File: src/rtl/bptc_mulq.sv
// ----------------------------------------------------------------------------
// bptc_mulq
// two-stage fixed-point multiply: split partial products, then sum and
// round to nearest with ties away from zero, dropping FRAC fraction bits
// ----------------------------------------------------------------------------
module bptc_mulq #(
  parameter int AW   = 38,
  parameter int BW   = 38,
  parameter int OW   = 44,
  parameter int FRAC = 24
) (
  input  logic                 clk,
  input  logic signed [AW-1:0] a,
  input  logic signed [BW-1:0] b,
  output logic signed [OW-1:0] res
);

  localparam int LW = BW / 2;
  localparam int HW = BW - LW;
  localparam int PW = AW + BW;

  logic signed [AW+LW:0]   pp_lo;
  logic signed [AW+HW-1:0] pp_hi;
  logic                    neg;
  logic signed [PW-1:0]    full;
  logic signed [PW-1:0]    shifted;

  // ties away from zero: add half, less one when the product is negative
  assign full = (PW'(pp_hi) <<< LW) + PW'(pp_lo) + (PW'(1) <<< (FRAC - 1)) - PW'(neg);
  assign shifted = full >>> FRAC;

  always_ff @(posedge clk) begin
    pp_lo <= a * $signed({1'b0, b[LW-1:0]});
    pp_hi <= a * $signed(b[BW-1:LW]);
    neg   <= a[AW-1] ^ b[BW-1];
    res   <= shifted[OW-1:0];
  end

endmodule

File: config.mk
export PLATFORM = sky130hd
export DESIGN_NAME = bptc_mulq
export DESIGN_NICKNAME = d
export VERILOG_FILES = /design/src/rtl/bptc_mulq.sv
export SDC_FILE = /design/constraint.sdc
export NUM_CORES = 2
export LEC_CHECK = 0
export ABC_AREA = 1
export ABC_CLOCK_PERIOD_IN_PS = 7800
export BUFFER_PORTS_ARGS = -buffer_cell sky130_fd_sc_hd__buf_2
export CAP_MARGIN = 10
export CORE_MARGIN = 5
export CORE_UTILIZATION = 44
export CTS_CLUSTER_SIZE = 20
export DETAILED_ROUTE_END_ITERATION = 7
export PLACE_DENSITY_LB_ADDON = 0.1
export SLEW_MARGIN = 25
export SYNTH_ARGS = -nofsm -noshare
export SYNTH_HDL_FRONTEND = slang
export SYNTH_SLANG_ARGS = --single-unit
File: constraint.sdc
create_clock -name clk -period 7.8 [get_ports clk]
set_clock_uncertainty 0.05 [all_clocks]
set_input_delay 0.78 -clock clk [delete_from_list [all_inputs] [get_ports clk]]
set_output_delay 0.78 -clock clk [all_outputs]
set_load 0.03 [all_outputs]
-- Word-level counts from Yosys, hierarchy flattened
Index checks and enable logic that the tools add are counted.
- memories: 0
- flip-flop bits (word level): 152
- bits in read-only memories: 0
- bits in writable memories: 0
- output and inout port bits: 44
- latch bits: 0
- bitwise gates (word level): 1
- magnitude comparators: 0
- multiplexer cells: 0
- multipliers: 2
- divide/modulo/power cells: 0
- reduce and logical (&&, ||, !) cells: 0
- $add $sub $neg: 3
- shifts and indexed selects: 0
- eq/ne operators: 0
- operators with widths (kind ; number):
    $add A68 B24 Y68 const B ; 1
    $add A68 B68 Y68 ; 1
    $sub A68 B1 Y68 ; 1
    $mul A38 B20 Y58 ; 1
    $mul A38 B19 Y49 ; 1
    $xor A1 B1 Y1 ; 1

-- Logic depth before layout (Yosys ltp)
- depth in word-level cells: 3
- depth in mapped cells: 30
- mapped depth without buffers: 28

-- Worst setup path after synthesis
Ideal clock, no wire load.
- path kind: input to register
- start: in b[3]
- end: reg pp_lo[47]
- stages: 23
- setup slack: 1.022 ns
- required time: 7.678 ns
- data arrival time: 6.657 ns
- setup time: 0.072 ns
- cell sequence: clkbuf_1 -> buf_1 -> nand2_1 -> fa_1 -> fa_1 -> fa_1 -> inv_1 -> fa_1 -> fa_1 -> fa_1 -> inv_1 -> fa_1 -> inv_1 -> ha_1 -> nand2_1 -> nor2_1 -> inv_1 -> nor2_1 -> inv_1 -> nor2_1 -> nand3_1 -> nand3_1 -> xor2_1
- cells in the longest elaborated chain, start to end: 1
- RTL lines (element ; line ; RTL):
    start, declared ; 14 ; input logic signed [BW-1:0] b,
    $mul A38 B20 Y58 ; 33 ; pp_lo <= a * $signed({1'b0, b[LW-1:0]});
    end signal, assigned ; 33 ;
    end, declared ; 22 ; logic signed [AW+LW:0] pp_lo;
Every way passes these cells.

-- Worst setup path in the final report
- start: in b[7]
- end: reg pp_lo[54]
The elaborated chain is that of the path after synthesis.

==> flow_summary.toml <==
[min_path]
hp-start = "pp_hi[48]"
worst_hold_path.endpoint = "res[43]"
hp-class = "register to register"
hold_depth = 5

[clocking]
cts.repair.resized = 0
clk_pin_slew_worst_paths_ps = 80
clock_path_buffers = 2
hold_buffers = 0
cts_tree = "yes"
htreeDepth = 4
clk_latency_ps = 490
postCtsSetupRepairBufs = 0
cts_root_buf = "clkbuf_16"
cts_made_buffers = 17
cts.sinks = 152

[grt]
antenna_found_initial = 4
grt_use_total_pct = 28.2
grt_pass1_wl_um = 308000
grt_pass1_vias = 52499
grt_max_degree = 39
global_route.overflow_total = 0

[synth]
yosys.cell_types.count = 44
synthSimpleGateAreaFrac_pct = 17.2
synth_top_family_by_area = "adder cells"
async_flop_share_pct = 0
synth_seq_area_share_pct = 5.09
ys_ff_latch = 152
synth_mux_area_share_pct = 0
syn-num-nets = 9794
synthAdderAreaFrac_pct = 53.8
synth_edf_count = 0
synth_flop_cell = "dfxtp_1"
yosysWarningCount = 0
syn_area_um2 = 59800
synth_xor_area_share_pct = 1.85
synth_compound_area_share_pct = 4.64
syn-instance-count = 7940
syn_area_per_cell_um2 = 7.53

[setup_path]
critPathArrivalTime_ps = 7440
path_cells = "buf_2, nand2_1, fa_1, inv_1, fa_1, inv_1, fa_1, inv_1, fa_1, fa_1, fa_1, inv_1, fa_1, inv_1, ha_1, nand2_1, nor2_1, inv_1, nor2_1, inv_1, nor4_1, nand4_1, nand4_1, nand2_1"
slowest_stage = "buf_2"
start_kind = "input pin"
r2r_end = "res[43]"
worstSetupPathType = "input pin to register"
critPathMaxFanout = 30
rr_worst_depth = 14
reg2reg_from = "pp_lo[57]"
max_stage_delay_ps = 660
endpoint_kind = "register"
required_ps = 8120
ff2ff_setup_slack_ps = 4320

[timing]
min_period_ps = 7120
tns_ps = 0
worst_pin_slew_ps = 1040
fin_crit_sh_pct = 91.3
max_freq_ghz = 0.140
final-max-slew-violation-count = 0
max_slew_margin_pct = 30.6
rsz0062_at_grt = "no"
finalHoldViolCount = 0
setup_viol = 0
hold_ws_ps = 834

[route]
drtIter0Drc = 3464
drt_pass1_iterations = 5
avgViaCountPerCell = 4.94
vias = 48400
drc = 0
drt-total-wl_um = 195000
ant_nets = 0
wl_per_cell_um = 19.9

[finish]
layout.cells.non_filler = 9801
final_common_cell = "inv_1"
layout_common_cells = "2,472 x inv_1, 1,972 x nand2_1, 1,323 x fa_1"
syn_to_final_growth_pct = 7.55
drive_above_1_share_pct = 5.31
nets = 9861

[floorplanning]
die_h_um = 379
dieWidth_um = 379
start_util_pct = 44.2
die-area_um2 = 143000
ios = 121
placement_rows = 135
coreArea_um2 = 135000

[status]
status = "finished, final reports clean"

[place]
port_buffers = 120
hpwl_um = 167000
placed_cells = 9769
gp_congestion = 0.970

[flow_run]
max_cap_violations = 0
## cells by family after synthesis
family / Yosys count
DFF: 152
xor gates and xnor gates: 126
and+or+nand+nor: 2615
adders and majority gates: 1777
AOI/OAI and AO/OA: 495
buffers and inverters: 2775
## sequential cells by signal (all words and copies together) (netlist names)
signal / cells
res: 44
pp_lo: 58
pp_hi: 49
neg: 1
## cell type report
cell class	instances	area, um2
clock buffer	17	425
fill	13783	71000
timing repair buffer	348	2840
multi-input combinational	5013	46300
tap	1781	2230
clock inverter	14	158
antenna	1	2.50
sequential	152	3040
inverter	2475	9290
## worst max path at each step
stage,startpoint,endpoint,cells after the start
after floorplan,b[3],pp_lo[47],23
after global placement,a[11],pp_lo[26],22
after detailed placement,b[4],pp_lo[55],23
after CTS,b[4],pp_lo[55],23
after global routing,b[7],pp_lo[54],25
final,b[7],pp_lo[54],24
## worst max-delay path, delay by kind of cell
family / cells / cell delay, ps
fa+ha+maj: 8 / 3960
simple gates: 8 / 1480
buf+inv: 8 / 1190
## stage by stage
stage	cell area [um2]	util [%]	setup WS [ps]
after global placement	63700	47.1	272
after global routing	64300	47.5	233
after floorplan	59800	-	1020
after CTS	64300	47.5	810
after detailed placement	63700	47.1	277
final	64300	47.5	680
## synth_stat cells (7+ instances only)
cell / instances / share of area (%)
o21ai_1: 10 / 0.084
xnor2_1: 36 / 0.53
nor2_2: 9 / 0.094
fa_1: 1323 / 44
o21bai_1: 29 / 0.36
clkbuf_1: 186 / 1.2
nor4_1: 7 / 0.073
a21boi_0: 12 / 0.15
inv_1: 2472 / 16
dfxtp_1: 152 / 5.1
a31oi_1: 20 / 0.21
nor3_1: 32 / 0.27
a21oi_1: 225 / 1.9
nand2_1: 1972 / 12
buf_1: 107 / 0.67
nand3_1: 137 / 1.1
nor2_1: 397 / 2.5
o21ai_0: 147 / 1.2
xor2_1: 90 / 1.3
a21o_1: 23 / 0.29
nand4_1: 26 / 0.27
o21a_1: 8 / 0.10
ha_1: 454 / 9.5
buf_2: 7 / 0.059
## routing by layer
metal  up-vias  wire (um)  track usage (%)
li1      22519          -                -
met1     24343      88800             39.9
met2      1326      89900             46.7
met3       212       9790             2.53
met4         0       6100             7.59
met5         -          0                0
Power is not shown: default switching activity piles up to over one toggle a cycle in this logic, so the estimate is an artifact.
